## src/tmt_pkg.sv

```systemverilog
`default_nettype none
// ----------------------------------------------------------------------------
// Trapezoid move timing package
// Shared widths, payload types and pipeline depths for the move timing block.
// ----------------------------------------------------------------------------
package tmt_pkg;

   localparam int unsigned FRACTION_BITS    = 16;
   localparam int unsigned WORD_BITS        = 32;
   localparam int unsigned PROD_BITS        = 2 * WORD_BITS;
   localparam int unsigned SQRT_STEPS       = WORD_BITS;
   localparam int unsigned DIV_STEPS        = WORD_BITS;
   localparam int unsigned DIV_LATENCY      = DIV_STEPS + 1;
   localparam int unsigned QUEUE_DEPTH      = 4;
   localparam int unsigned QUEUE_PTR_BITS   = $clog2(QUEUE_DEPTH);
   localparam int unsigned QUEUE_COUNT_BITS = $clog2(QUEUE_DEPTH + 1);

   typedef struct packed {
      logic signed [WORD_BITS-1:0] distance;
      logic [WORD_BITS-1:0]        cruise_speed;
      logic [WORD_BITS-1:0]        acceleration;
   } req_type;

   typedef struct packed {
      logic                 direction_negative;
      logic [WORD_BITS-1:0] ramp_time;
      logic [WORD_BITS-1:0] coast_time;
      logic [WORD_BITS-1:0] peak_speed;
      logic                 speed_error;
   } rsp_type;

   // A classified move as it travels from the front end to the back end.
   typedef struct packed {
      logic                 neg;
      logic                 err;
      logic                 cruise;
      logic [WORD_BITS-1:0] dist_mag;
      logic [WORD_BITS-1:0] speed;
      logic [WORD_BITS-1:0] accel;
      logic [PROD_BITS-1:0] dist_accel;
      logic [PROD_BITS-1:0] speed_sq;
   } work_type;

   // Fields that ride alongside the dividers.
   typedef struct packed {
      logic                 neg;
      logic                 err;
      logic                 cruise;
      logic [WORD_BITS-1:0] peak;
   } side_type;

endpackage : tmt_pkg
`default_nettype wire

```

## src/tmt_front.sv

```systemverilog
`default_nettype none
// ----------------------------------------------------------------------------
// Move front end
// Takes moves, finds the magnitude and the special cases, forms the products.
// ----------------------------------------------------------------------------
module tmt_front
   import tmt_pkg::*;
(
   input  wire logic    clock,
   input  wire logic    reset,
   input  wire logic    req_push,
   input  wire req_type req_data,
   output logic         req_full,
   output logic         q_push,
   output work_type     q_data,
   input  wire logic    q_full
);

   logic                 en;
   logic                 a_valid_ff, b_valid_ff;
   logic                 a_neg_ff, a_err_ff, a_cruise_ff;
   logic [WORD_BITS-1:0] a_dist_ff, a_speed_ff, a_accel_ff;
   logic [WORD_BITS-1:0] dist_in;
   work_type             b_work_ff;

   assign en       = !q_full;
   assign req_full = !en;
   assign q_push   = en && b_valid_ff;
   assign q_data   = b_work_ff;

   // The magnitude of the most negative distance wraps to 2^31, which is exact.
   assign dist_in = req_data.distance[WORD_BITS-1] ? (WORD_BITS'(0) - req_data.distance)
                                                    : req_data.distance;

   always_ff @(posedge clock) begin
      if (reset) begin
         a_valid_ff <= 1'b0;
         b_valid_ff <= 1'b0;
      end else if (en) begin
         a_valid_ff <= req_push;
         b_valid_ff <= a_valid_ff;
      end
   end

   always_ff @(posedge clock) begin
      if (en) begin
         a_neg_ff    <= req_data.distance[WORD_BITS-1];
         a_err_ff    <= (req_data.cruise_speed == '0);
         a_cruise_ff <= (req_data.acceleration == '0) || (req_data.distance == '0);
         a_dist_ff   <= dist_in;
         a_speed_ff  <= req_data.cruise_speed;
         a_accel_ff  <= req_data.acceleration;

         b_work_ff.neg        <= a_neg_ff;
         b_work_ff.err        <= a_err_ff;
         b_work_ff.cruise     <= a_cruise_ff;
         b_work_ff.dist_mag   <= a_dist_ff;
         b_work_ff.speed      <= a_speed_ff;
         b_work_ff.accel      <= a_accel_ff;
         b_work_ff.dist_accel <= PROD_BITS'(a_dist_ff) * PROD_BITS'(a_accel_ff);
         b_work_ff.speed_sq   <= PROD_BITS'(a_speed_ff) * PROD_BITS'(a_speed_ff);
      end
   end

endmodule : tmt_front
`default_nettype wire

```

## config.mk

```make
export PLATFORM = sky130hd
export DESIGN_NAME = tmt_front
export DESIGN_NICKNAME = d
export VERILOG_FILES = /design/src/tmt_pkg.sv /design/src/tmt_front.sv
export SDC_FILE = /design/constraint.sdc
export NUM_CORES = 2
export LEC_CHECK = 0
export BUFFER_PORTS_ARGS = -buffer_cell sky130_fd_sc_hd__buf_2
export CORE_ASPECT_RATIO = 0.5
export CORE_MARGIN = 2
export CORE_UTILIZATION = 70
export CTS_CLUSTER_DIAMETER = 30
export CTS_CLUSTER_SIZE = 30
export DETAILED_ROUTE_END_ITERATION = 6
export PLACE_DENSITY = 0.89
export SLEW_MARGIN = 20
export SYNTH_ARGS = -nofsm -noshare
export SYNTH_HDL_FRONTEND = slang
export SYNTH_SLANG_ARGS = --single-unit
```

## constraint.sdc

```tcl
create_clock -name clock -period 12.8 [get_ports clock]
set_input_delay 0 -clock clock [delete_from_list [all_inputs] [get_ports clock]]
set_output_delay 0 -clock clock [all_outputs]
set_load 0.01 [all_outputs]
```

==> metrics.md <==
| Metric | Value |
|---|---|
| Slew Limit Fails | 0 |
| Die Span Y | 232.6 um |
| Setup-failing EPs final | 0 |
| Synthesized flop and latch total | 326 |
| Core ar. | 103,100 um^2 |
| Top FF cell, synth | edfxtp_1 |
| CTS resizes | 0 |
| Total grt overflow | 0 |
| WP depth | 24 |
| Pin count of the biggest net entering global routing | 149 |
| Die Area | 107,200 um^2 |
| Mapped Area | 73,140 um^2 |
| Layout Nets | 9,916 |
| Total global-route track usage | 40.15% |
| Max_slew headroom | 23.77% |
| Hold_ws | -0.01972 ns |
| CTS tree | yes |
| Register-to-Register Path Depth | 24 |
| FP Rows | 83 |
| Reg2reg start | a_accel_ff[11]$_DFFE_PN_ |
| Max-cap violation count | 0 |
| DP Worst Slack | 3.885 ns |
| Crit. Startpoint | a_accel_ff[11]$_DFFE_PN_ |
| Clock Skews | 0.04672 ns |
| Failing checks | DRC, hold timing |
| Antenna-violating nets left | 0 |
| Hold Vio Cnt, Final | 8 |
| WS Path Type | register to register |
| Status | finished with violations |
| I/O Buffers | 327 |
| Crit share post-route | 73.01% |
| CTS sink count | 326 |
| Synth warnings | 0 |
| R2R Setup Slk | 3.45 ns |
| Sequential-to-total area share from yosys stat | 13.36% |
| Worst setup endpoint | q_data[126]$_DFFE_PN_ |
| WL per Instance | 22.72 um |
| Clk_lat worst skew | 0.69 ns |
| First-pass GRT wire length | 326,200 um |
| Setup crit end kind | register |
| Initial DRC count | 5,611 |
| Grt met2 use | 65.12% |
| Cell variety after synth | 72 |
| CP peak stage delay | 1.10 ns |
| CTS clk-pin slew, worst paths | 0.05 ns |
| HPWL after DPL | 147,300 um |
| Syn-to-layout area delta | 8.011% |
| Final worst slack | 3.455 ns |
| Gr busiest metal | met2 |
| Fmax achieved | 107.0 MHz |
| Crit Path Max Fanout | 23 |
| Vias in the first global route | 61,260 |
| CTS H-tree lvls | 2 |
| Synth Area per Inst | 9.996 um^2 |
| Synth Net Count | 9,662 |
| R2R Path End | q_data[126]$_DFFE_PN_ |
| GPL Wtd Cong | 0.9702 |
| Worst-margin pin slew | 1.143 ns |
| DRC viols | 8 |
| Root buffer cell | clkbuf_16 |
| I/O Pins | 329 |
| Crit path buf inv count | 4 |
| Final Routed Wirelength | 204,900 um |
| Crit-path slowest cell | edfxtp_1 |
| CP required | 13.23 ns |
| Via density | 6.002 |
| Cell mode on critical path | fa_1 |
| Post-Synthesis Cells | 7,317 |
| Min-delay worst type | input port to register |
| CP arrival | 9.77 ns |
| RSZ-0062 raised after global routing | false |
| Initial antenna violation count | 7 |
| Vias | 54,120 |
| Number of flops mapped to enable cells by yosys | 324 |
| Met3 Track Usage GR | 11.25% |
| Crit-path leading delay family | adder cells |
| GR Util met1 | 46.00% |
| Starting Density | 70.92% |
| Post-synth ARST share | 0% |
| Setup Total Neg Slack | 0 ns |
| Die X | 461.1 um |
| CTS Buf Count | 50 |
| Critical path startpoint category | register |
| CTS Buffer Depth | 3 |
| CP cell instances | and2_1, fa_1, inv_1, fa_1, fa_1, fa_1, inv_1, fa_1, fa_1, fa_1, inv_1, fa_1, inv_1, ha_1, a21oi_1, o21ai_0, nor4_1, a21oi_1, a41o_1, a21oi_1, o22a_1, a31oi_1, a221oi_1, xnor2_1 |
| Fin crit period | 9.345 ns |
| DR pass1 iterations | 7 |
| Share of layout cells above drive strength 1 | 7.277% |
[synthesized netlist by cell type, types with 19 or more instances]
master,instances,area (um^2)
nor3_1,19,95.09
xor2_1,64,560.5
ha_1,555,6944
a21o_1,58,435.4
o21bai_1,33,247.7
fa_1,1690,33830
a21oi_1,140,700.7
clkbuf_1,340,1276
nand2_1,787,2954
nand3_1,22,110.1
inv_1,1855,6963
nand4_1,33,206.5
and2_1,826,5167
nor4_1,21,131.4
xnor2_1,126,1104
edfxtp_1,324,9729
o21ai_0,85,425.4
nor2_1,112,420.4
[cells by family (layout without fill, tap and decap cells)]
group	count (synthesis)	in the layout	share of synthesized area, %
other cells	1	3	0.005127
buf+inv	2200	2496	11.31
mux	5	5	0.07014
compound gates	467	467	4.224
xor+xnor	190	190	2.275
flops	326	326	13.36
simple gates	1883	1883	13.01
fa+ha+maj	2245	2245	55.75
[placed cells by master (no fill, tap or decap), drive strengths merged, types with 15 or more instances in the layout]
master	netlist	final
o21a	16	16
nor4	21	21
o21ai	88	88
o21bai	33	33
nor2b	16	16
and2	826	826
inv	1855	1870
clkbuf	341	52
ha	555	555
nand2	787	787
xnor2	126	126
a211oi	15	15
fa	1690	1690
a31oi	15	15
a21oi	140	140
nor2	112	112
nor3	19	19
buf	4	428
edfxtp	324	324
clkinv	0	22
a21o	58	58
nand4	33	33
dlygate4sd3	0	119
xor2	64	64
nand3	22	22
[metal layers]
metal / vias up / part of all wire (%)
li1: 22130 / -
met1: 26720 / 31
met2: 3943 / 48
met3: 1320 / 12
met4: 6 / 9.0
met5: - / 0.016
[timing repair]
| item | CTS | global route |
|---|---|---|
| endpoints found under the hold margin | 99 | 0 |
| hold buffers | 119 | 0 |
| setup buffers | 0 | 0 |
[worst min path at each step]
stage,startpoint,cells past startpoint,endpoint,slack (ns)
2_1_floorplan,q_full,1,q_push,0.05
3_3_place_gp,reset,2,b_valid_ff$_SDFFE_PP0N_,0.17
3_5_place_dp,reset,2,b_valid_ff$_SDFFE_PP0N_,0.18
4_1_cts,q_full,2,q_data[35]$_DFFE_PN_,0.004
5_1_grt,req_data[52],2,a_speed_ff[20]$_DFFE_PN_,0.03
6_report,q_full,2,q_data[35]$_DFFE_PN_,-0.02
[final cells by class]
cell class	count	area, um^2
Clock inverter	42	538.0
Timing Repair Buffer	547	3598
Fill cell	6093	24130
Sequential cell	326	9769
Multi-Input combinational cell	4791	55100
Inverter	1855	6970
Clock buffer	52	1259
Antenna cell	2	5.005
Tap cell	1402	1754
[registers in the layout, summed over array words and instances, names as in the netlist]
register / flops
a_accel_ff: 32
a_cruise_ff: 1
a_dist_ff: 32
a_err_ff: 1
a_neg_ff: 1
a_speed_ff: 32
a_valid_ff: 1
b_valid_ff: 1
q_data: 225
[metrics by stage]
stage | cell area (um^2) | instances | utilization (%)
global route | 78990 | 9015 | 76.60
CTS | 78990 | 9015 | 76.60
global placement | 76000 | 8802 | 73.70
floorplan | 73140 | 7317 | -
finish | 79000 | 9017 | 76.60
detailed placement | 76000 | 8802 | 73.70
Power is not shown: default switching activity piles up to over one toggle a cycle in this logic, so the estimate is an artifact.
