### config.mk
export PLATFORM = sky130hd
export DESIGN_NAME = tmt_queue
export DESIGN_NICKNAME = d
export VERILOG_FILES = /design/src/tmt_pkg.sv /design/src/tmt_queue.sv
export SDC_FILE = /design/constraint.sdc
export NUM_CORES = 1
export LEC_CHECK = 0
export BUFFER_PORTS_ARGS = -buffer_cell sky130_fd_sc_hd__buf_4
export CAP_MARGIN = 40
export CORE_MARGIN = 2
export CORE_UTILIZATION = 51
export CTS_BUF_LIST = sky130_fd_sc_hd__clkbuf_4 sky130_fd_sc_hd__clkbuf_8 sky130_fd_sc_hd__clkbuf_16
export CTS_CLUSTER_DIAMETER = 150
export CTS_CLUSTER_SIZE = 25
export DETAILED_ROUTE_END_ITERATION = 16
export GPL_TIMING_DRIVEN = 0
export PLACE_DENSITY = 0.72
export SETUP_SLACK_MARGIN = 0.15
export SKIP_CTS_REPAIR_TIMING = 1
export SLEW_MARGIN = 20
export SYNTH_ARGS = -nofsm -noshare
export SYNTH_HDL_FRONTEND = slang
export SYNTH_SLANG_ARGS = --single-unit
### constraint.sdc
create_clock -name clock -period 7.76 [get_ports clock]
set_input_delay 1.552 -clock clock [delete_from_list [all_inputs] [get_ports clock]]
set_output_delay 1.552 -clock clock [all_outputs]
set_load 0.02 [all_outputs]
### src/tmt_pkg.sv
`default_nettype none
// ----------------------------------------------------------------------------
// Trapezoid move timing package
// Shared widths, payload types and pipeline depths for the move timing block.
// ----------------------------------------------------------------------------
package tmt_pkg;

   localparam int unsigned FRACTION_BITS    = 16;
   localparam int unsigned WORD_BITS        = 32;
   localparam int unsigned PROD_BITS        = 2 * WORD_BITS;
   localparam int unsigned SQRT_STEPS       = WORD_BITS;
   localparam int unsigned DIV_STEPS        = WORD_BITS;
   localparam int unsigned DIV_LATENCY      = DIV_STEPS + 1;
   localparam int unsigned QUEUE_DEPTH      = 4;
   localparam int unsigned QUEUE_PTR_BITS   = $clog2(QUEUE_DEPTH);
   localparam int unsigned QUEUE_COUNT_BITS = $clog2(QUEUE_DEPTH + 1);

   typedef struct packed {
      logic signed [WORD_BITS-1:0] distance;
      logic [WORD_BITS-1:0]        cruise_speed;
      logic [WORD_BITS-1:0]        acceleration;
   } req_type;

   typedef struct packed {
      logic                 direction_negative;
      logic [WORD_BITS-1:0] ramp_time;
      logic [WORD_BITS-1:0] coast_time;
      logic [WORD_BITS-1:0] peak_speed;
      logic                 speed_error;
   } rsp_type;

   // A classified move as it travels from the front end to the back end.
   typedef struct packed {
      logic                 neg;
      logic                 err;
      logic                 cruise;
      logic [WORD_BITS-1:0] dist_mag;
      logic [WORD_BITS-1:0] speed;
      logic [WORD_BITS-1:0] accel;
      logic [PROD_BITS-1:0] dist_accel;
      logic [PROD_BITS-1:0] speed_sq;
   } work_type;

   // Fields that ride alongside the dividers.
   typedef struct packed {
      logic                 neg;
      logic                 err;
      logic                 cruise;
      logic [WORD_BITS-1:0] peak;
   } side_type;

endpackage : tmt_pkg
`default_nettype wire

### src/tmt_queue.sv
`default_nettype none
// ----------------------------------------------------------------------------
// Move queue
// Small register queue that decouples the front end from the back end.
// ----------------------------------------------------------------------------
module tmt_queue
   import tmt_pkg::*;
(
   input  wire logic     clock,
   input  wire logic     reset,
   input  wire logic     push,
   input  wire work_type push_data,
   output logic          full,
   input  wire logic     pop,
   output work_type      pop_data,
   output logic          empty
);

   work_type                    mem_ff [QUEUE_DEPTH];
   logic [QUEUE_PTR_BITS-1:0]   wr_ptr_ff, wr_ptr_in;
   logic [QUEUE_PTR_BITS-1:0]   rd_ptr_ff, rd_ptr_in;
   logic [QUEUE_COUNT_BITS-1:0] count_ff, count_in;
   logic                        do_push, do_pop;

   assign full     = (count_ff == QUEUE_COUNT_BITS'(QUEUE_DEPTH));
   assign empty    = (count_ff == '0);
   assign do_push  = push && !full;
   assign do_pop   = pop && !empty;
   assign pop_data = mem_ff[rd_ptr_ff];

   always_comb begin
      wr_ptr_in = do_push ? wr_ptr_ff + 1'b1 : wr_ptr_ff;
      rd_ptr_in = do_pop ? rd_ptr_ff + 1'b1 : rd_ptr_ff;
      count_in  = count_ff;
      if (do_push && !do_pop) begin
         count_in = count_ff + 1'b1;
      end else if (do_pop && !do_push) begin
         count_in = count_ff - 1'b1;
      end
   end

   always_ff @(posedge clock) begin
      if (reset) begin
         wr_ptr_ff <= '0;
         rd_ptr_ff <= '0;
         count_ff  <= '0;
      end else begin
         wr_ptr_ff <= wr_ptr_in;
         rd_ptr_ff <= rd_ptr_in;
         count_ff  <= count_in;
      end
   end

   always_ff @(posedge clock) begin
      if (do_push) begin
         mem_ff[wr_ptr_ff] <= push_data;
      end
   end

endmodule : tmt_queue
`default_nettype wire

==> results.cfg, run 1 <==
[outcome]
run_status = finished, final reports clean

[grt]
grt_pass1_vias = 15400
grt_overflow = 0
grt_max_degree = 47
grt_pass1_wl_mm = 96.3
grt.total_usage_pct = 19.4
antenna_found_initial = 6

[floorplanning]
row_count = 93
io_pins = 460
die_y_um = 259
initial_core_util_pct = 51.5
die_w_um = 259
core_um2 = 64300
die-area_um2 = 67000

[synth]
ys_seq_area_share_pct = 82.9
yosys.area.top_type = edfxtp_1
yosysWarningCount = 0
syn_area_per_cell_um2 = 26.9
synth_seq_cells = 917
synthesis.nets = 1470
synth_area_leaders = edfxtp_1, mux4_2, dfxtp_1, buf_2, buf_4
synthesis.area_um2 = 33100
ys_types = 23
syn_inst = 1233
yosysTopAreaCellShare_pct = 82.3

[sta]
setup_viol = 0
final-hold-violation-count = 0
drv_slew = 0
whs_ns = 0.526
period_needed_ns = 4.22
skew_ns = 0.0344
slew_headroom_pct = 54.8
fmax_mhz = 237
worst_pin_slew_ns = 0.678
rsz0062_at_grt = no
tns_ns = 0
fin_crit_sh_pct = 54.3

[worst_setup_path]
cp-start-kind = register
end_kind = primary output
path_class = register to primary output
cp.required_ns = 6.21
critPathArrivalTime_ns = 2.66
critPathMaxFanout = 10

[pwr]
power_density_nw_per_um2 = 313
vdd_drop_max_mv = 0.221
leakagePower_nw = 13.0

[clock_tree]
cts-root-buf = clkbuf_16
clk_pin_slew_ns = 0.10
htreeDepth = 2
insertion_delay_ns = 0.61
cts_tree = built
clockBufferDepth = 3
cts_made_buffers = 42
cts_sinks = 917

[routing]
wl_per_cell_um = 24.9
via_per_inst = 5.56
firstDrtPassIters = 5
drt_wl_total_mm = 65.5
postRouteAntennaNets = 0
drc = 0
vias = 14600
first_iter_violations = 1332

[cells_and_area]
nNetsFinal = 1995
drive_gt1_share_pct = 45.6
num-fill-cells = 4354
layout_common_cells = edfxtp_1, buf_4, mux4_2
area_growth_pct = 18.9
layout_commonest_cell = edfxtp_1

[placement]
dp_hpwl_mm = 44.1
gp_congestion = 0.738
io_buffers = 458

[job]
cap_violations = 0

[worst_hold_path]
hold_path.class = register to register
worst max-delay path, cell delays in order, from the launching register on:
cell,delay (ns)
dfxtp_1,0.33
buf_2,0.30
buf_2,0.47
buf_2,0.37
mux4_2,0.38
buf_4,0.18
registers in the layout, summed over array words and instances, names as in the netlist, named ones only:
| name | flops |
|---|---|
| mem_ff | 908 |
| count_ff | 3 |
| rd_ptr_ff | 2 |
| wr_ptr_ff | 2 |
routing by layer:
layer	GRT usage, %	part of all wire, %
met2	32.6	52
met4	5.06	2.3
met3	5.65	7.9
met5	0	0.070
met1	24.9	38
worst paths after layout:
check | from | to | slack [ns] | cells past startpoint
min | wr_ptr_ff[1]$_SDFFE_PP0P_ | wr_ptr_ff[1]$_SDFFE_PP0P_ | 0.53 | 2
min reg2reg | wr_ptr_ff[1]$_SDFFE_PP0P_ | wr_ptr_ff[1]$_SDFFE_PP0P_ | 0.53 | 2
max | register | pop_data[121] | 3.54 | 5
max reg2reg | count_ff[0]$_SDFFE_PP0P_ | mem_ff[2][16]$_DFFE_PP_ | 4.88 | 6
cells in the mapped netlist:
library cell,instances
o21ai_0,2
nor3b_1,1
clkbuf_1,5
edfxtp_1,908
inv_1,4
mux4_2,227
xor2_1,4
nor2_1,6
o31ai_1,1
nor3_1,1
a21oi_1,2
ha_1,5
o311ai_0,1
mux2i_1,2
buf_6,4
dfxtp_1,9
nand2b_1,2
buf_2,26
or3_1,2
buf_4,10
fa_1,1
buf_1,6
and2_1,4
metrics by stage:
stage          utilization, %  power (mW)  std cells  worst slack, ns  instance area (um2)
2_1_floorplan               -        8.50       1233             2.63                33100
3_3_place_gp             58.5        10.1       2546            0.217                37600
3_5_place_dp             59.4        10.1       2569             3.79                38200
4_1_cts                  61.2        12.5       2623             3.43                39400
5_1_grt                  61.2        12.8       2626             3.39                39400
6_report                 61.2        12.3       2628             3.54                39400
logic make-up (layout without fill, tap and decap cells):
family                     after synthesis  in the layout  share of synthesized area (%)
DFF                                    917            917                           82.9
muxes                                  229            229                           15.5
buffers and inverters                   55            590                          0.925
and+or+nand+nor                         16             16                          0.257
adders and majority gates                6              6                          0.249
AOI/OAI and AO/OA                        6              6                          0.110
xor gates and xnor gates                 4              4                          0.106
other                                    0              5                              0
final cells by class:
cell class	instances	area [um2]	share of cell area [%]
diodes	5	12.5	0.0318
plain buffers	51	292	0.740
clock buffers	52	1140	2.90
clock inverters	2	17.5	0.0445
inverters	4	15.0	0.0381
multi-input cells	261	5380	13.7
flip-flops and latches	917	27400	69.7
well taps	855	1070	2.72
repair buffers	481	4000	10.2
report_power, final:
group	internal, mW	switching (mW)
Combinational	1.78	2.10
Sequential	5.93	0.0977
Clock	1.05	1.38
Power figures use the tool's default switching activity.
==> run 2, diff against run 1 <==
Settings changed: PLACE_DENSITY 0.72 to 0.69.
Clock period 7.76 ns to 4.05 ns, I/O delays scaled along.
==> run 2 against run 1 <==
Effect of this change: clock skew is 0.0079 ns lower; cell area hardly changed; sequential share of layout area hardly changed; via count is 0.44% higher; critical path type unchanged; first-iteration DRC count is 13% lower; critical endpoint is now pop_data[159]; highest routed layer unchanged.
==> results.cfg, run 2 (synthesis results as in run 1) <==
[job]
cap_violations = 0

[routing]
drc = 0
top_layer_used = met5
via_per_inst = 5.59
wl_met1_mm = 25.2
wl_per_cell_um = 24.9
first_iter_violations = 1163
postRouteAntennaNets = 0
vias = 14700
firstDrtPassIters = 5
drt_wl_total_mm = 65.3
route.met3.wl_mm = 5.14
wl_met2_mm = 33.4

[clock_tree]
cts_made_buffers = 42
cts_tree = built
clk_pin_slew_ns = 0.10
insertion_delay_ns = 0.61
cts_sinks = 917
htreeDepth = 2
clockBufferDepth = 3
cts-root-buf = clkbuf_16

[sta]
slew_headroom_pct = 50.8
setup_viol = 0
fmax_mhz = 288
tns_ns = 0
rsz0062_at_grt = no
period_needed_ns = 3.47
final-hold-violation-count = 0
fin_crit_sh_pct = 85.6
whs_ns = 0.395
worst_pin_slew_ns = 0.738
skew_ns = 0.0265
drv_slew = 0

[placement]
dp_hpwl_mm = 42.8
gp_congestion = 0.760
io_buffers = 458

[floorplanning]
die_w_um = 259
die_y_um = 259
core_um2 = 64300
io_pins = 460
row_count = 93
die-area_um2 = 67000
initial_core_util_pct = 51.5

[pwr]
leakagePower_nw = 13.0
power_density_nw_per_um2 = 602
vdd_drop_max_mv = 0.466
power_mw = 23.7

[cells_and_area]
top_register = mem_ff
layout_common_cells = edfxtp_1, buf_4, mux4_2
area_growth_pct = 18.9
drive_gt1_share_pct = 45.6
reg_top3 = mem_ff: 908 flops, count_ff: 3 flops
nNetsFinal = 1994
layout_commonest_cell = edfxtp_1
largest_reg_flops = 908
final_util_pct = 61.2

[worst_setup_path]
end_kind = primary output
path_class = register to primary output
critPathArrivalTime_ns = 2.66
critPathMaxFanout = 10
cp-start-kind = register
cp.required_ns = 3.24

[outcome]
run_status = finished, final reports clean

[grt]
grt_pass1_vias = 15100
grt_max_degree = 47
antenna_found_initial = 11
grt_overflow = 0
grt_pass1_wl_mm = 96.4
grt.total_usage_pct = 19.5

[worst_hold_path]
hold_path.class = primary input to register
==> run 2: where the power goes <==
group	switching, mW	internal, mW
clock	2.66	2.07
sequential	0.184	11.4
combinational	4.00	3.41
==> run 2: path summary, 6_finish.rpt <==
kind	cells after the start	to	slack (ns)	startpoint
hold / removal	1	mem_ff[3][8]$_DFFE_PP_	0.40	push_data[8]
setup / recovery	5	pop_data[159]	0.58	register
hold reg to reg	2	wr_ptr_ff[1]$_SDFFE_PP0P_	0.53	wr_ptr_ff[1]$_SDFFE_PP0P_
setup reg to reg	6	mem_ff[2][177]$_DFFE_PP_	1.06	count_ff[0]$_SDFFE_PP0P_
==> run 2: metrics by stage <==
stage | setup slack, ns | cells | instance area [um2]
floorplan | -0.337 | 1233 | 33100
global placement | -2.78 | 2546 | 37600
detailed placement | 0.693 | 2568 | 38200
CTS | 0.448 | 2622 | 39400
global route | 0.385 | 2625 | 39400
finish | 0.582 | 2626 | 39400
==> run 2: final cells by class <==
class                           instances  area [um2]
Antenna cell                            4        10.0
Buffer                                 51         292
Clock buffer                           53        1190
Clock inverter                          1        8.76
Fill cell                            4392       25000
Inverter                                4        15.0
Multi-Input combinational cell        261        5380
Sequential cell                       917       27400
Tap cell                              855        1070
Timing Repair Buffer                  480        3970
==> run 2: per-layer routing <==
layer | global-route usage, % | vias up
li1 | - | 6355
met1 | 25.9 | 7794
met2 | 31.9 | 426
met3 | 5.62 | 92
met4 | 4.96 | 14
met5 | 0 | -
==> run 2: worst max-delay path: stages (launching register included) <==
cell and delay (ns):
dfxtp_1 0.34, buf_2 0.30, buf_2 0.45, buf_2 0.37, mux4_2 0.39, buf_4 0.19
==> run 3, diff against run 2 <==
Settings changed: BUFFER_PORTS_ARGS -buffer_cell sky130_fd_sc_hd__buf_4 to -buffer_cell sky130_fd_sc_hd__buf_2, CAP_MARGIN 40 to 20.
==> run 3 against run 2 <==
Effect of this change: clock-buffer cell count unchanged; non-clock buffer count increased by 1; clock power about the same; sequential share of layout area increased by 2.0 points; clock skew decreased by 0.0045 ns; sequential power about the same; flip-flop and latch count unchanged; routed wire length decreased by 0.45%; die area unchanged; critical path type unchanged.
==> results.cfg, run 3 (synthesis results as in run 1) <==
[placement]
io_buffers = 458
gp_congestion = 0.766
dp_hpwl_mm = 43.2

[pwr]
power_mw = 23.0
vdd_drop_max_mv = 0.352
leakagePower_nw = 12.6
power_density_nw_per_um2 = 599

[grt]
grt_pass1_vias = 15300
grt_max_degree = 46
grt.total_usage_pct = 19.3
antenna_found_initial = 19
grt_overflow = 0
grt_pass1_wl_mm = 96.2

[clock_tree]
insertion_delay_ns = 0.59
clockBufferDepth = 3
cts-root-buf = clkbuf_16
cts_made_buffers = 42
cts_tree = built
clk_pin_slew_ns = 0.10
htreeDepth = 2
cts_sinks = 917

[worst_setup_path]
path_cells = buf_2, buf_2, buf_2, mux4_2, buf_2
critPathMaxFanout = 10
cp.required_ns = 3.24
end_kind = primary output
path_class = register to primary output
max_stage_delay_ns = 0.47
critPathBufInv = 4
crit_family = buffers and inverters
cpMostUsedCell = buf_2
cp-start-kind = register
critPathArrivalTime_ns = 2.66
crit_slowest_cell = buf_2

[routing]
via_per_inst = 5.57
drc = 0
firstDrtPassIters = 5
drt_wl_total_mm = 65.0
postRouteAntennaNets = 0
first_iter_violations = 1144
vias = 14700
wl_per_cell_um = 24.7

[cells_and_area]
nNetsFinal = 1995
largest_reg_flops = 908
reg_top3 = mem_ff: 908 flops, count_ff: 3 flops
final_util_pct = 59.5
drive_gt1_share_pct = 45.6
layout_commonest_cell = edfxtp_1
layout_common_cells = edfxtp_1, buf_2, mux4_2
area_growth_pct = 15.6
top_register = mem_ff
num-fill-cells = 4575

[outcome]
run_status = finished, final reports clean

[floorplanning]
die-area_um2 = 67000
core_um2 = 64300
die_w_um = 259
io_pins = 460
initial_core_util_pct = 51.5
die_y_um = 259
row_count = 93

[sta]
final-hold-violation-count = 0
setup_viol = 0
period_needed_ns = 3.47
fmax_mhz = 288
tns_ns = 0
fin_crit_sh_pct = 85.6
drv_slew = 0
skew_ns = 0.0220
rsz0062_at_grt = no
slew_headroom_pct = 38.8
worst_pin_slew_ns = 0.918

[worst_hold_path]
hold_path.class = primary input to register

[job]
cap_violations = 0
[run 3: layer usage]
metal  GRT usage, %  routed length [um]  share of wire, %
met1           25.4               25400                39
met2           32.6               33600                52
met3           5.11                4660               7.2
met4           4.93                1250               1.9
met5              0                 125              0.19
[run 3: worst reg2reg max path, delay by kind of cell (launching register included)]
kind	cells	cell delay, ns
flops	1	0.48
simple gates	3	1.02
buf+inv	3	0.91
[run 3: final cells by class]
type	count	area (um2)	share of cell area [%]
sequential	917	27400	71.7
tap	855	1070	2.79
clock buffer	53	1190	3.10
timing repair buffer	481	2850	7.44
antenna	15	37.5	0.0980
buffer	51	292	0.761
multi-input combinational	261	5380	14.1
clock inverter	1	8.76	0.0229
inverter	4	15.0	0.0392
[run 3: where the power goes]
| group | switching, mW | total, mW | internal [mW] |
|---|---|---|---|
| registers | 0.187 | 11.6 | 11.4 |
| logic | 3.93 | 6.69 | 2.77 |
| clock network | 2.63 | 4.70 | 2.07 |
[run 3: worst paths after layout]
path	cells past startpoint	start	end	slack (ns)
hold reg to reg	2	wr_ptr_ff[1]$_SDFFE_PP0P_	wr_ptr_ff[1]$_SDFFE_PP0P_	0.54
hold / removal	1	push_data[165]	mem_ff[2][165]$_DFFE_PP_	0.42
setup reg to reg	6	count_ff[0]$_SDFFE_PP0P_	mem_ff[0][144]$_DFFE_PP_	1.30
setup / recovery	5	register	pop_data[159]	0.58
[run 3: through the flow]
step | setup slack, ns | area, um2 | hold slack [ns] | cells
4_1_cts | 0.413 | 38200 | 0.374 | 2623
3_5_place_dp | 0.934 | 37100 | 0.523 | 2569
5_1_grt | 0.387 | 38300 | 0.389 | 2630
2_1_floorplan | -0.337 | 33100 | 0.482 | 1233
3_3_place_gp | -2.82 | 36500 | 0.495 | 2546
6_report | 0.582 | 38300 | 0.421 | 2638
